$ cat config.mk
export PLATFORM = sky130hd
export DESIGN_NAME = fsbc_ctrl
export DESIGN_NICKNAME = d
export VERILOG_FILES = /design/src/fsbc_pkg.sv /design/src/fsbc_ctrl.sv
export SDC_FILE = /design/constraint.sdc
export NUM_CORES = 1
export LEC_CHECK = 0
export BUFFER_PORTS_ARGS = -buffer_cell sky130_fd_sc_hd__buf_2
export CAP_MARGIN = 20
export CORE_ASPECT_RATIO = 0.9
export CORE_UTILIZATION = 48
export CTS_CLUSTER_SIZE = 30
export DETAILED_ROUTE_END_ITERATION = 12
export PLACE_DENSITY = 0.76
export SYNTH_ARGS = -nofsm -noshare
export SYNTH_HDL_FRONTEND = slang
export SYNTH_SLANG_ARGS = --single-unit
$ cat constraint.sdc
create_clock -name clk -period 8.14 [get_ports clk]
set_input_delay 2.035 -clock clk [delete_from_list [all_inputs] [get_ports clk]]
set_output_delay 2.035 -clock clk [all_outputs]
set_load 0.01 [all_outputs]
$ cat src/fsbc_pkg.sv
// ----------------------------------------------------------------------------
// fsbc_pkg
// Shared types and constants for the frustum sphere/box cull block.
// ----------------------------------------------------------------------------
package fsbc_pkg;

    // Defaults for the top-level parameters
    localparam int MAX_PLANES_DEF = 64;
    localparam int FRAC_BITS_DEF  = 16;

    // Fixed field widths
    localparam int COORD_W     = 32;
    localparam int COUNT_W     = 7;
    localparam int PLANE_IDX_W = 6;
    localparam int CORNER_W    = 3;
    localparam int SUM_W       = 64;
    localparam int ROW_W       = 4 * COORD_W;

    localparam logic [COUNT_W-1:0] PLANE_COUNT_RST = COUNT_W'(6);

    // Command codes carried in tuser
    localparam logic [1:0] CMD_LOAD   = 2'd0;
    localparam logic [1:0] CMD_SPHERE = 2'd1;
    localparam logic [1:0] CMD_BOX    = 2'd2;

    // Last corner of a box
    localparam logic [CORNER_W-1:0] CORNER_LAST = '1;

    typedef enum logic [1:0] {
        ST_IDLE,
        ST_ISSUE,
        ST_DRAIN,
        ST_FINISH
    } state_t;

    // Commands from the controller to the datapath
    typedef struct packed {
        logic                   start;      // latch a new test item
        logic                   empty;      // no planes in use: visible
        logic                   box;        // item is a box test
        logic                   load_we;    // write one plane row
        logic                   issue;      // send one plane/corner pair
        logic [PLANE_IDX_W-1:0] plane;
        logic [CORNER_W-1:0]    corner;
        logic                   last_plane; // last plane of this corner
        logic                   last_item;  // last pair of the item
        logic                   out_load;   // move result to output
    } ctrl_cmd_t;

    // Status from the datapath to the controller
    typedef struct packed {
        logic done;                         // final pair has been scored
    } dp_status_t;

    // Clamp a 33-bit sum to the signed 32-bit range
    function automatic logic signed [COORD_W-1:0] sat_coord(
        input logic signed [COORD_W:0] v
    );
        logic signed [COORD_W-1:0] r;
        begin
            if (v[COORD_W] != v[COORD_W-1])
            begin
                r = v[COORD_W] ? {1'b1, {(COORD_W-1){1'b0}}}
                               : {1'b0, {(COORD_W-1){1'b1}}};
            end
            else
            begin
                r = v[COORD_W-1:0];
            end
            return r;
        end
    endfunction

endpackage

$ cat src/fsbc_ctrl.sv
// ----------------------------------------------------------------------------
// fsbc_ctrl
// Sequencer: input handshake, plane/corner walk, output valid, plane count.
// ----------------------------------------------------------------------------
module fsbc_ctrl
    import fsbc_pkg::*;
#(
    parameter int MAX_PLANES = MAX_PLANES_DEF
) (
    input  logic                   clk,
    input  logic                   rst_n,
    input  logic                   s_tvalid,
    output logic                   s_tready,
    input  logic [1:0]             command,
    input  logic [PLANE_IDX_W-1:0] plane_index,
    output logic                   m_tvalid,
    input  logic                   m_tready,
    input  logic                   cfg_we,
    input  logic [COUNT_W-1:0]     cfg_wdata,
    input  dp_status_t             status,
    output ctrl_cmd_t              cmd
);

    localparam int                 IDX_W     = $clog2(MAX_PLANES);
    localparam logic [COUNT_W-1:0] MAX_COUNT = COUNT_W'(MAX_PLANES);

    state_t              state_reg, state_next;
    logic [IDX_W-1:0]    plane_reg, plane_next;
    logic [CORNER_W-1:0] corner_reg, corner_next;
    logic                box_reg, box_next;
    logic                m_valid_reg, m_valid_next;
    logic [COUNT_W-1:0]  count_reg;

    logic               accept;
    logic               is_test;
    logic [COUNT_W-1:0] used;
    logic               last_plane;
    logic               last_item;
    logic               out_free;

    // Plane count register
    always_ff @(posedge clk or negedge rst_n)
    begin
        if (!rst_n)
        begin
            count_reg <= PLANE_COUNT_RST;
        end
        else if (cfg_we)
        begin
            count_reg <= cfg_wdata;
        end
    end

    assign used       = (count_reg > MAX_COUNT) ? MAX_COUNT : count_reg;
    assign accept     = s_tvalid & s_tready;
    assign is_test    = (command == CMD_SPHERE) || (command == CMD_BOX);
    assign last_plane = (COUNT_W'(plane_reg) + COUNT_W'(1)) == used;
    assign last_item  = last_plane && (!box_reg || corner_reg == CORNER_LAST);
    assign out_free   = !m_valid_reg || m_tready;

    // Next state
    always_comb
    begin
        state_next = state_reg;
        unique case (state_reg)
            ST_IDLE:
            begin
                if (accept && is_test)
                begin
                    state_next = (used == '0) ? ST_FINISH : ST_ISSUE;
                end
            end
            ST_ISSUE:
            begin
                if (last_item)
                begin
                    state_next = ST_DRAIN;
                end
            end
            ST_DRAIN:
            begin
                if (status.done)
                begin
                    state_next = ST_FINISH;
                end
            end
            ST_FINISH:
            begin
                if (out_free)
                begin
                    state_next = ST_IDLE;
                end
            end
            default:
            begin
                state_next = ST_IDLE;
            end
        endcase
    end

    // Outputs and counter updates
    always_comb
    begin
        s_tready       = 1'b0;
        cmd            = '0;
        cmd.box        = box_reg;
        cmd.plane      = PLANE_IDX_W'(plane_reg);
        cmd.corner     = corner_reg;
        cmd.last_plane = last_plane;
        cmd.last_item  = last_item;
        cmd.empty      = (used == '0);
        plane_next     = plane_reg;
        corner_next    = corner_reg;
        box_next       = box_reg;
        unique case (state_reg)
            ST_IDLE:
            begin
                s_tready    = 1'b1;
                cmd.load_we = accept && (command == CMD_LOAD)
                              && (COUNT_W'(plane_index) < MAX_COUNT);
                cmd.start   = accept && is_test;
                if (accept && is_test)
                begin
                    box_next    = (command == CMD_BOX);
                    plane_next  = '0;
                    corner_next = '0;
                end
            end
            ST_ISSUE:
            begin
                cmd.issue = 1'b1;
                if (last_plane)
                begin
                    plane_next  = '0;
                    corner_next = corner_reg + CORNER_W'(1);
                end
                else
                begin
                    plane_next = plane_reg + IDX_W'(1);
                end
            end
            ST_DRAIN:
            begin
                cmd.issue = 1'b0;
            end
            ST_FINISH:
            begin
                cmd.out_load = out_free;
            end
            default:
            begin
                cmd.issue = 1'b0;
            end
        endcase
    end

    // Output valid flag
    always_comb
    begin
        m_valid_next = m_valid_reg;
        if (cmd.out_load)
        begin
            m_valid_next = 1'b1;
        end
        else if (m_tready)
        begin
            m_valid_next = 1'b0;
        end
    end

    always_ff @(posedge clk or negedge rst_n)
    begin
        if (!rst_n)
        begin
            state_reg   <= ST_IDLE;
            plane_reg   <= '0;
            corner_reg  <= '0;
            box_reg     <= 1'b0;
            m_valid_reg <= 1'b0;
        end
        else
        begin
            state_reg   <= state_next;
            plane_reg   <= plane_next;
            corner_reg  <= corner_next;
            box_reg     <= box_next;
            m_valid_reg <= m_valid_next;
        end
    end

    assign m_tvalid = m_valid_reg;

endmodule

**Word-level counts from Yosys, hierarchy flattened**

Index checks and enable logic that the tools add are counted.

- Add/sub/neg operators: 3
- $lt $le $gt $ge: 1
- Equal/unequal tests: 12
- Multiplexer cells: 20
- Bitwise operators: 1
- Reductions and logical operators: 17

Operators with widths:

| operator | count |
|---|---|
| $mux 6 | 2 |
| $pmux 6 s2 | 1 |
| $mux 2 | 5 |
| $ne 2x2->1 const B | 5 |
| $pmux 2 s4 | 1 |
| $add 6x1->7 const B | 1 |
| $eq 7x7->1 | 1 |
| $gt 7x7->1 const B | 1 |
| $logic_not 7->1 | 1 |
| $mux 1 | 7 |
| $mux 7 | 1 |
| $add 6x1->6 const B | 1 |
| $eq 2x2->1 const B | 3 |
| $mux 3 | 2 |
| $pmux 3 s2 | 1 |
| $eq 2x1->1 const B | 2 |
| $logic_not 2->1 | 2 |
| $reduce_and 2->1 | 2 |
| $reduce_and 4->1 | 1 |
| $reduce_bool 2->1 | 2 |
| $add 3x1->3 const B | 1 |
| $eq 3x3->1 const B | 1 |
| $logic_and 1x1->1 | 3 |
| $logic_or 1x1->1 | 3 |
| other kinds (3) | 4 |

- Flip-flop bits (word level): 20
- Output and inout bits: 19
- Word-level logic and storage cells: 60

**Depth between registers and ports, before layout**

Gate-level depths: netlist of run 1.

- Depth after elaboration: 6
- Gate-level depth with buffers: 9
- Depth with buffers taken out: 8

**Least setup slack after synthesis of run 1**

OpenSTA, ideal clock, no wires.

- Path type: input to output
- From: input port command[0]
- To: output port cmd[16] (netlist name)
- Data arrival time: 2.605 ns
- Required time: 6.105 ns
- Slack: 3.500 ns
- Stages on the path: 4
- Path buffers: 0
- Cell sequence: inv_1 -> ha_1 -> nand3_1 -> inv_1

RTL lines:

| what | line | RTL |
|---|---|---|
| start, declared | fsbc_ctrl.sv:14 | `input logic [1:0] command,` |
| end, declared | fsbc_ctrl.sv:21 | `output ctrl_cmd_t cmd` |

==> results of run 1 <==
[power groups by stage]
stage | Clock [mW] | Combinational (mW) | Sequential, mW
floorplan | 0 | 0.221 | 0.159
global placement | 0 | 0.264 | 0.168
detailed placement | 0 | 0.277 | 0.172
CTS | 0.0619 | 0.278 | 0.170
global route | 0.0656 | 0.307 | 0.177
finish | 0.0603 | 0.278 | 0.170
[Yosys cell counts, drive strengths merged, types with 2 or more instances]
cell type,instances
dfrtp,18
nand2,14
inv,10
ha,9
o21ai,9
buf,8
mux2,7
nand3,7
a21oi,6
a31oi,6
nor2,5
and2,4
clkbuf,4
nand2b,4
nand4,4
or2,4
a22o,3
a32o,3
a41o,3
and3,3
nor3,3
xnor2,3
a21o,2
a221oi,2
dfstp,2
mux2i,2
nor2b,2
or4,2
[worst max-delay path: cells and delay by family]
family	cells	cell delay [ns]
adder cells (fa/ha/maj)	1	0.28
AND/OR/NAND/NOR	1	0.15
buffers and inverters	4	0.40
[layout by cell type, fill, tap and decap left out, types with 4 or more instances in the layout]
cell,n
nand2_1,14
inv_1,10
dfrtp_1,18
and2_1,4
mux2_2,7
o21ai_0,9
buf_2,33
ha_1,9
nand2b_1,4
a31oi_1,6
nand4_1,4
or2_2,4
a21oi_1,5
nor2_1,5
nand3_1,6
[per-stage QoR]
step	worst slack, ns	hold slack [ns]	util	std cells
final	3.24	0.555	0.590	226
after global routing	3.10	0.588	0.590	226
after CTS	3.25	0.557	0.590	226
after detailed placement	3.25	0.524	0.577	222
after global placement	3.30	0.502	0.577	222
after floorplan	3.50	0.506	-	161
[metal layers]
layer,share of wire,global-route usage
met4,0.023,0.102
met1,0.44,0.287
met3,0.055,0.0279
met2,0.48,0.394
met5,0,0
[worst paths after layout]
path                           endpoint  slack (ns)  depth (start not counted)
max reg2reg                plane_reg[4]        5.50                          7
min in group asynchronous      m_tvalid        1.65                          1
max in group asynchronous  count_reg[1]        6.14                          1
max                             cmd[16]        3.24                          6
min                             box_reg        0.55                          1
min reg2reg                     box_reg        0.55                          1
[cell type report]
| class | count | area (sq um) |
|---|---|---|
| inverters | 10 | 37.5 |
| flip-flops and latches | 20 | 503 |
| multi-input cells | 119 | 895 |
| repair buffers | 33 | 165 |
| fillers | 269 | 1170 |
| clock buffers | 4 | 36.3 |
| well taps | 40 | 50.0 |
[logic make-up (layout without fill, tap and decap cells)]
| kind of cell | count (synthesis) | after routing | synth area share |
|---|---|---|---|
| AOI/OAI and AO/OA | 40 | 40 | 0.206 |
| xor gates and xnor gates | 4 | 4 | 0.0233 |
| adders and majority gates | 9 | 9 | 0.0749 |
| buffers and inverters | 22 | 47 | 0.0707 |
| DFF | 20 | 20 | 0.334 |
| muxes | 9 | 9 | 0.0657 |
| and+or+nand+nor | 57 | 57 | 0.225 |
==> qor.csv, run 1 <==
stage;metric;value;unit
placement;place.gp.congestion;0.869;
run;max_cap_viol_count;0;
synthesis;synthesis.nets;191;
grt;grt.total_usage;0.228;
worst_hold_path;min_path_type;reg -> reg;
clock_tree;cts_root_buf;clkbuf_4;
clock_tree;h-tree-depth;1;
synthesis;synth_top_area_share;0.300;
sta;rsz0062_at_grt;false;
clock_tree;cts_buffer_depth;2;
clock_tree;cts_sinks;20;
sta;maxSlewViolCount;0;
floorplanning;pin_count;40;
critical_path;worst-setup-path-type;in -> out;
sta;worst_pin_slew;0.627;ns
critical_path;r2r_start;plane_reg[0];
grt;grt_antenna_before_repair;0;
power_and_ir_drop;p_comb_frac;0.547;
clock_tree;postCtsSetupRepairBufs;0;
sta;min_period;4.90;ns
synthesis;netlist_area;1500;sq um
grt;grt_pass1_wl;5.53;mm
synthesis;synthArstFlopShare;1.00;
power_and_ir_drop;p_int;0.276;mW
cells_and_area;largest_reg_flops;7;
critical_path;worstPathArrival;2.86;ns
routing;wl_per_cell;14.9;microns
floorplanning;die_w;61;microns
cells_and_area;num_antenna_cells;0;
worst_hold_path;min_from;box_reg;
clock_tree;clk_latency;0.31;ns
synthesis;synth.area.top_cells;dfrtp_1, ha_1, mux2_2;
sta;fin_tns_setup;0;ns
placement;place_area;1650;sq um
sta;finalSetupViolCount;0;
grt;grt_pass1_vias;1248;
routing;drt_iter0_markers;47;
critical_path;crit_start;command[0];
critical_path;worstSetupEndpointType;primary output;
placement;port_buffers;33;
synthesis;synth_ff_type;dfrtp_1;
synthesis;avgSynthCellArea;9.34;sq um
synthesis;yosys_warnings;0;
power_and_ir_drop;power.total;0.509;mW
floorplanning;die_area;3360;sq um
critical_path;cp_slowest_cell;ha_1;
sta;skew;0.00507;ns
synthesis;ys_types;46;
synthesis;syn_inst;161;
floorplanning;row_count;18;
critical_path;critical_path_required;6.11;ns
grt;grt.overflow.total;0;
power_and_ir_drop;switching_power;0.233;mW
clock_tree;clk_pin_slew;0.12;ns
power_and_ir_drop;p_leak;0.813;nW
cells_and_area;fin_area;1690;sq um
synthesis;ys_seq_area_frac;0.334;
clock_tree;ctsResizeCount;0;
power_and_ir_drop;ir_drop;0.000146;V
placement;hpwl;2.62;mm
power_and_ir_drop;clockPowerShare;0.118;
status;status;complete, no violations;
sta;post-route-period-util;0.602;
sta;maxSlewHeadroom;0.580;
routing;drc_errors;0;
power_and_ir_drop;pwr-share-seq;0.335;
floorplanning;core;2860;sq um
synthesis;synth_edf_count;0;
routing;ant_nets;0;
floorplanning;initial_core_util;0.526;
clock_tree;hold_buffers;0;
critical_path;cp_cell_sequence;buf_2, inv_1, ha_1, nand3_1, inv_1, buf_2;
critical_path;crit_path_start_kind;primary input;
critical_path;timing.critical_path.fanout_max;5;
power_and_ir_drop;power_density;302;nW/um^2
clock_tree;cts_tree;built;
synthesis;yosys.area.top_type;dfrtp_1;
power_and_ir_drop;switching_share;0.458;
clock_tree;cts_made_buffers;3;
sta;hold_violations;0;
cells_and_area;area_delta_synth_final;12.1;%
floorplanning;die_h;55.1;microns
routing;firstDrtPassIters;4;
routing;routed_wl;3.38;mm
grt;grt_max_degree;21;
cells_and_area;drive_gt1_frac;0.333;
cells_and_area;fin_nets;217;
routing;num_vias;1333;
synthesis;ys_seq_elements;20;
critical_path;worst_path_largest_cell_delay;0.28;ns
routing;via_per_inst;5.90;
sta;fmax;204;MHz
Note: power is estimated with default switching activity, not from simulation.
==> run 2: changes to the inputs <==
--- a/config.mk
+++ b/config.mk
@@ -8,10 +8,10 @@
 export BUFFER_PORTS_ARGS = -buffer_cell sky130_fd_sc_hd__buf_2
 export CAP_MARGIN = 20
 export CORE_ASPECT_RATIO = 0.9
-export CORE_UTILIZATION = 48
+export CORE_UTILIZATION = 47
 export CTS_CLUSTER_SIZE = 30
 export DETAILED_ROUTE_END_ITERATION = 12
-export PLACE_DENSITY = 0.76
+export PLACE_DENSITY = 0.77
 export SYNTH_ARGS = -nofsm -noshare
 export SYNTH_HDL_FRONTEND = slang
 export SYNTH_SLANG_ARGS = --single-unit
==> constraint.sdc (replaced) <==
create_clock -name clk -period 4 [get_ports clk]
set_input_delay 1 -clock clk [delete_from_list [all_inputs] [get_ports clk]]
set_output_delay 1 -clock clk [all_outputs]
set_load 0.01 [all_outputs]
==> run 2 against run 1 <==
Flip-flop and latch count unchanged. Non-clock buffer count unchanged. Highest routed layer unchanged. Count of clock-buffer cells in the layout unchanged. Setup slack got worse by 3.0 ns. Global-route usage decreased by 1.8 points. Via count decreased by 0.23%. Clock power increased by 74%. Routed wire length decreased by 2.0%. Utilization decreased by 3.8 points. Register-to-register slack got worse by 4.1 ns. Die area increased by 2.1%.
==> qor.csv, run 2 (synthesized netlist as in run 1, its figures left out) <==
stage;metric;value;unit
clock_tree;postCtsSetupRepairBufs;0;
sta;min_period;3.76;ns
sta;fin_ws;0.236;ns
clock_tree;hold_buffers;0;
worst_hold_path;min_path_type;reg -> reg;
cells_and_area;seq_area;503;sq um
routing;met2_length;1.68;mm
placement;port_buffers;33;
routing;firstDrtPassIters;4;
run;max_cap_viol_count;0;
clock_tree;cts_buffer_depth;2;
floorplanning;die_area;3430;sq um
cells_and_area;final_util;0.552;
sta;fmax;266;MHz
critical_path;cp_slowest_cell;nor4b_4;
sta;hold_violations;0;
grt;grt_pass1_wl;5.37;mm
cells_and_area;drive_gt1_frac;0.328;
clock_tree;cts_tree;built;
critical_path;cp_cell_sequence;ha_1, xor2_1, xnor2_1, a31oi_1, nor4b_4, nand4_1, a21oi_1, buf_2;
routing;via_per_inst;5.83;
critical_path;timing.critical_path.fanout_max;10;
routing;num_vias;1330;
floorplanning;pin_count;40;
grt;grt_max_degree;21;
power_and_ir_drop;p_leak;0.807;nW
routing;wl_met3;146;microns
sta;maxSlewViolCount;0;
sta;finalSetupViolCount;0;
clock_tree;cts_made_buffers;3;
routing;routed_wl;3.31;mm
placement;place.gp.congestion;0.869;
sta;rsz0062_at_grt;false;
placement;dp_slack;0.639;ns
placement;hpwl;2.53;mm
cells_and_area;fin_nets;217;
sta;worst_pin_slew;0.629;ns
clock_tree;cts_root_buf;clkbuf_4;
grt;grt_antenna_before_repair;0;
floorplanning;core;3040;sq um
sta;skew;0.00542;ns
routing;top_layer;met4;
cells_and_area;num_antenna_cells;0;
critical_path;worstSetupEndpointType;primary output;
cells_and_area;layout_common_cells;buf_2, dfrtp_1, nand2_1;
clock_tree;cts_sinks;20;
routing;drt_iter0_markers;55;
cells_and_area;multiInputGateArea;895;sq um
routing;drc_errors;0;
floorplanning;die_h;55.7;microns
status;status;complete, no violations;
critical_path;worstPathArrival;2.76;ns
grt;grt_pass1_vias;1263;
critical_path;worst_path_largest_cell_delay;0.64;ns
clock_tree;clk_latency;0.31;ns
cells_and_area;area_delta_synth_final;11.6;%
critical_path;worst-setup-path-type;reg -> out;
routing;wl_per_cell;14.5;microns
grt;grt.overflow.total;0;
power_and_ir_drop;ir_drop;0.000268;V
floorplanning;die_w;61.6;microns
floorplanning;row_count;19;
cells_and_area;n_fill_cell;291;
routing;ant_nets;0;
cells_and_area;largest_reg_flops;7;
sta;maxSlewHeadroom;0.579;
power_and_ir_drop;power_density;602;nW/um^2
sta;fin_tns_setup;0;ns
grt;grt.total_usage;0.209;
cells_and_area;mostFrequentLayoutCell;buf_2;
sta;post-route-period-util;0.941;
floorplanning;initial_core_util;0.494;
clock_tree;ctsResizeCount;0;
critical_path;critical_path_required;3.00;ns
clock_tree;h-tree-depth;1;
routing;wirelength_met1;1.43;mm
critical_path;crit_path_start_kind;flop;
clock_tree;clk_pin_slew;0.12;ns
==> run 2: cell counts in the layout (fill, tap and decap cells not counted) <==
Identical to the previous run, type by type.
==> run 2: cell type report <==
cell class / count / share of cell area
Multi-Input combinational cell: 119 / 0.533
Sequential cell: 20 / 0.300
Clock buffer: 4 / 0.0156
Timing Repair Buffer: 33 / 0.0984
Inverter: 10 / 0.0224
Tap cell: 42 / 0.0313
==> run 2: path summary, 6_finish.rpt <==
check                                  start            to  slack (ns)  cells after the start
min in group asynchronous              rst_n  plane_reg[3]        0.62                      1
worst min register to register      m_tvalid      m_tvalid        0.54                      2
worst max-delay path            plane_reg[0]        cmd[1]        0.24                      8
worst min-delay path                m_tvalid      m_tvalid        0.54                      2
worst max register to register  plane_reg[0]  plane_reg[4]        1.38                      7
max in group asynchronous              rst_n  count_reg[1]        3.04                      1
==> run 2: through the flow <==
step | hold WS [ns] | cell area (sq um) | instances | power, mW
3_5_place_dp | 0.526 | 1650 | 224 | 0.905
6_report | 0.544 | 1680 | 228 | 1.01
3_3_place_gp | 0.501 | 1650 | 224 | 0.878
5_1_grt | 0.590 | 1680 | 228 | 1.09
4_1_cts | 0.554 | 1680 | 228 | 1.01
2_1_floorplan | 0.506 | 1500 | 161 | 0.773
==> run 2: worst max-delay path, delay by kind of cell (launching register included) <==
family | cells | cell delay, ns
AOI/OAI and AO/OA | 2 | 0.32
DFF | 1 | 0.55
and+or+nand+nor | 2 | 0.78
buffers and inverters | 1 | 0.15
adders and majority gates | 1 | 0.31
xor gates and xnor gates | 2 | 0.32
==> run 2: routing by layer <==
layer  up-vias  GRT usage
met5         -          0
li1        637          -
met2        34      0.332
met4         0     0.0921
met3         5     0.0279
met1       654      0.280
==> run 2: power breakdown <==
part	total (mW)	internal (mW)	switching [mW]
Combinational	0.561	0.245	0.317
Sequential	0.345	0.260	0.0845
Clock	0.105	0.0391	0.0659
Total	1.01	0.544	0.467
==> run 3: changes to the inputs <==
--- a/config.mk
+++ b/config.mk
@@ -7,8 +7,10 @@
 export LEC_CHECK = 0
 export BUFFER_PORTS_ARGS = -buffer_cell sky130_fd_sc_hd__buf_2
 export CAP_MARGIN = 20
+export CELL_PAD_IN_SITES_DETAIL_PLACEMENT = 1
+export CELL_PAD_IN_SITES_GLOBAL_PLACEMENT = 1
 export CORE_ASPECT_RATIO = 0.9
-export CORE_UTILIZATION = 47
+export CORE_UTILIZATION = 35
 export CTS_CLUSTER_SIZE = 30
 export DETAILED_ROUTE_END_ITERATION = 12
 export PLACE_DENSITY = 0.77
==> run 3 against run 2 <==
Setup slack got worse by 0.028 ns. Largest power group unchanged. Power is 6.8% higher. Critical endpoint unchanged. Largest cell class unchanged. Count of clock-buffer cells in the layout decreased by 1. Global-route usage down 1.4 points. First-iteration DRC count grew 18%. Die area increased by 33%. Combinational power is 5.7% higher.
==> qor.csv, run 3 (synthesized netlist as in run 1, its figures left out) <==
stage;metric;value;unit
clock_tree;clk_pin_slew;0.08;ns
sta;fmax;264;MHz
routing;drc_errors;0;
routing;firstDrtPassIters;6;
clock_tree;ctsResizeCount;0;
floorplanning;core;4100;sq um
routing;routed_wl;4.15;mm
cells_and_area;drive_gt1_frac;0.333;
critical_path;cpMostUsedCell;a21oi_1;
sta;maxSlewHeadroom;0.548;
clock_tree;hold_buffers;0;
cells_and_area;fin_nets;218;
grt;grt_antenna_before_repair;0;
sta;hold_violations;0;
grt;grt.total_usage;0.195;
routing;ant_nets;0;
sta;skew;0.00259;ns
routing;via_per_inst;5.77;
worst_hold_path;min_path_type;reg -> reg;
grt;grt_pass1_vias;1434;
clock_tree;cts_buffer_depth;2;
sta;worst_pin_slew;0.675;ns
critical_path;worstSetupEndpointType;primary output;
routing;met2_length;2.25;mm
floorplanning;die_w;71.1;microns
clock_tree;cts_made_buffers;3;
placement;place_area;1670;sq um
status;status;complete, no violations;
grt;grt.overflow.total;0;
floorplanning;pin_count;40;
sta;finalSetupViolCount;0;
routing;wl_met3;110;microns
critical_path;crit_path_start_kind;flop;
critical_path;timing.critical_path.fanout_max;11;
sta;post-route-period-util;0.948;
placement;port_buffers;33;
critical_path;worst_path_largest_cell_delay;0.60;ns
cells_and_area;layout_common_cells;buf_2, dfrtp_1, nand2_1;
critical_path;cp_cell_sequence;nand3_1, o21ai_0, a21oi_1, nor4b_4, nand4_1, a21oi_1, buf_2;
cells_and_area;area_delta_synth_final;13.6;%
grt;grt_max_degree;21;
routing;wl_per_cell;17.7;microns
sta;maxSlewViolCount;0;
clock_tree;cts_tree;built;
cells_and_area;num_antenna_cells;0;
floorplanning;row_count;22;
placement;hpwl;3.14;mm
critical_path;critical_path_required;3.00;ns
sta;fin_tns_setup;0;ns
clock_tree;h-tree-depth;1;
critical_path;worst-setup-path-type;reg -> out;
cells_and_area;mostFrequentLayoutCell;buf_2;
cells_and_area;fin_area;1710;sq um
power_and_ir_drop;ir_drop;0.000272;V
sta;min_period;3.79;ns
routing;top_layer;met4;
floorplanning;die_area;4560;sq um
routing;drt_iter0_markers;65;
cells_and_area;largest_reg_flops;7;
clock_tree;clk_latency;0.26;ns
critical_path;worstPathArrival;2.79;ns
routing;num_vias;1350;
clock_tree;cts_sinks;20;
run;max_cap_viol_count;0;
sta;rsz0062_at_grt;false;
routing;wirelength_met1;1.74;mm
clock_tree;postCtsSetupRepairBufs;0;
power_and_ir_drop;power_density;632;nW/um^2
grt;grt_pass1_wl;6.84;mm
placement;place.gp.congestion;0.847;
floorplanning;die_h;64.2;microns
clock_tree;cts_root_buf;clkbuf_8;
floorplanning;initial_core_util;0.367;
critical_path;cp_slowest_cell;nor4b_4;
power_and_ir_drop;p_leak;0.819;nW
[run 3: worst paths after layout]
check | from | end | slack, ns | depth (start not counted)
max in group asynchronous | rst_n | count_reg[1] | 2.96 | 1
worst min register to register | box_reg | box_reg | 0.55 | 1
min in group asynchronous | rst_n | count_reg[5] | 0.69 | 1
worst max register to register | plane_reg[2] | plane_reg[5] | 1.32 | 6
worst min-delay path | box_reg | box_reg | 0.55 | 1
worst max-delay path | plane_reg[2] | cmd[1] | 0.21 | 7
[run 3: per-stage QoR]
step / hold WS, ns / power (mW) / setup slack, ns / util / std cells
after global placement: 0.503 / 0.896 / 0.642 / 0.407 / 231
final: 0.547 / 1.08 / 0.207 / 0.417 / 234
after detailed placement: 0.536 / 0.941 / 0.546 / 0.407 / 231
after floorplan: 0.506 / 0.773 / 0.934 / - / 161
after global routing: 0.578 / 1.16 / 0.00214 / 0.417 / 234
after CTS: 0.553 / 1.08 / 0.255 / 0.417 / 234
[run 3: worst max-delay path, delay by kind of cell (launching register included)]
| kind | cells | cell delay, ns |
|---|---|---|
| buffers and inverters | 1 | 0.16 |
| AOI/OAI and AO/OA | 3 | 0.74 |
| and+or+nand+nor | 3 | 1.06 |
| DFF | 1 | 0.57 |
[run 3: where the power goes]
part           switching (mW)  internal (mW)  total (mW)  leakage [nW]
combinational           0.341          0.252       0.593         0.550
sequential             0.0887          0.260       0.349         0.247
clock                  0.0703         0.0674       0.138        0.0216
[run 3: area by class of cell]
type                    instances  area (sq um)
flip-flops and latches         20           503
fillers                       492          2390
multi-input cells             119           895
inverters                      10          37.5
well taps                      48          60.1
repair buffers                 34           173
clock buffers                   3          41.3
[run 3: per-layer routing]
metal  GRT usage  vias up
met3      0.0410        9
met4      0.0550        0
met5           0        -
met1       0.220      688
met2       0.368       19
li1            -      634
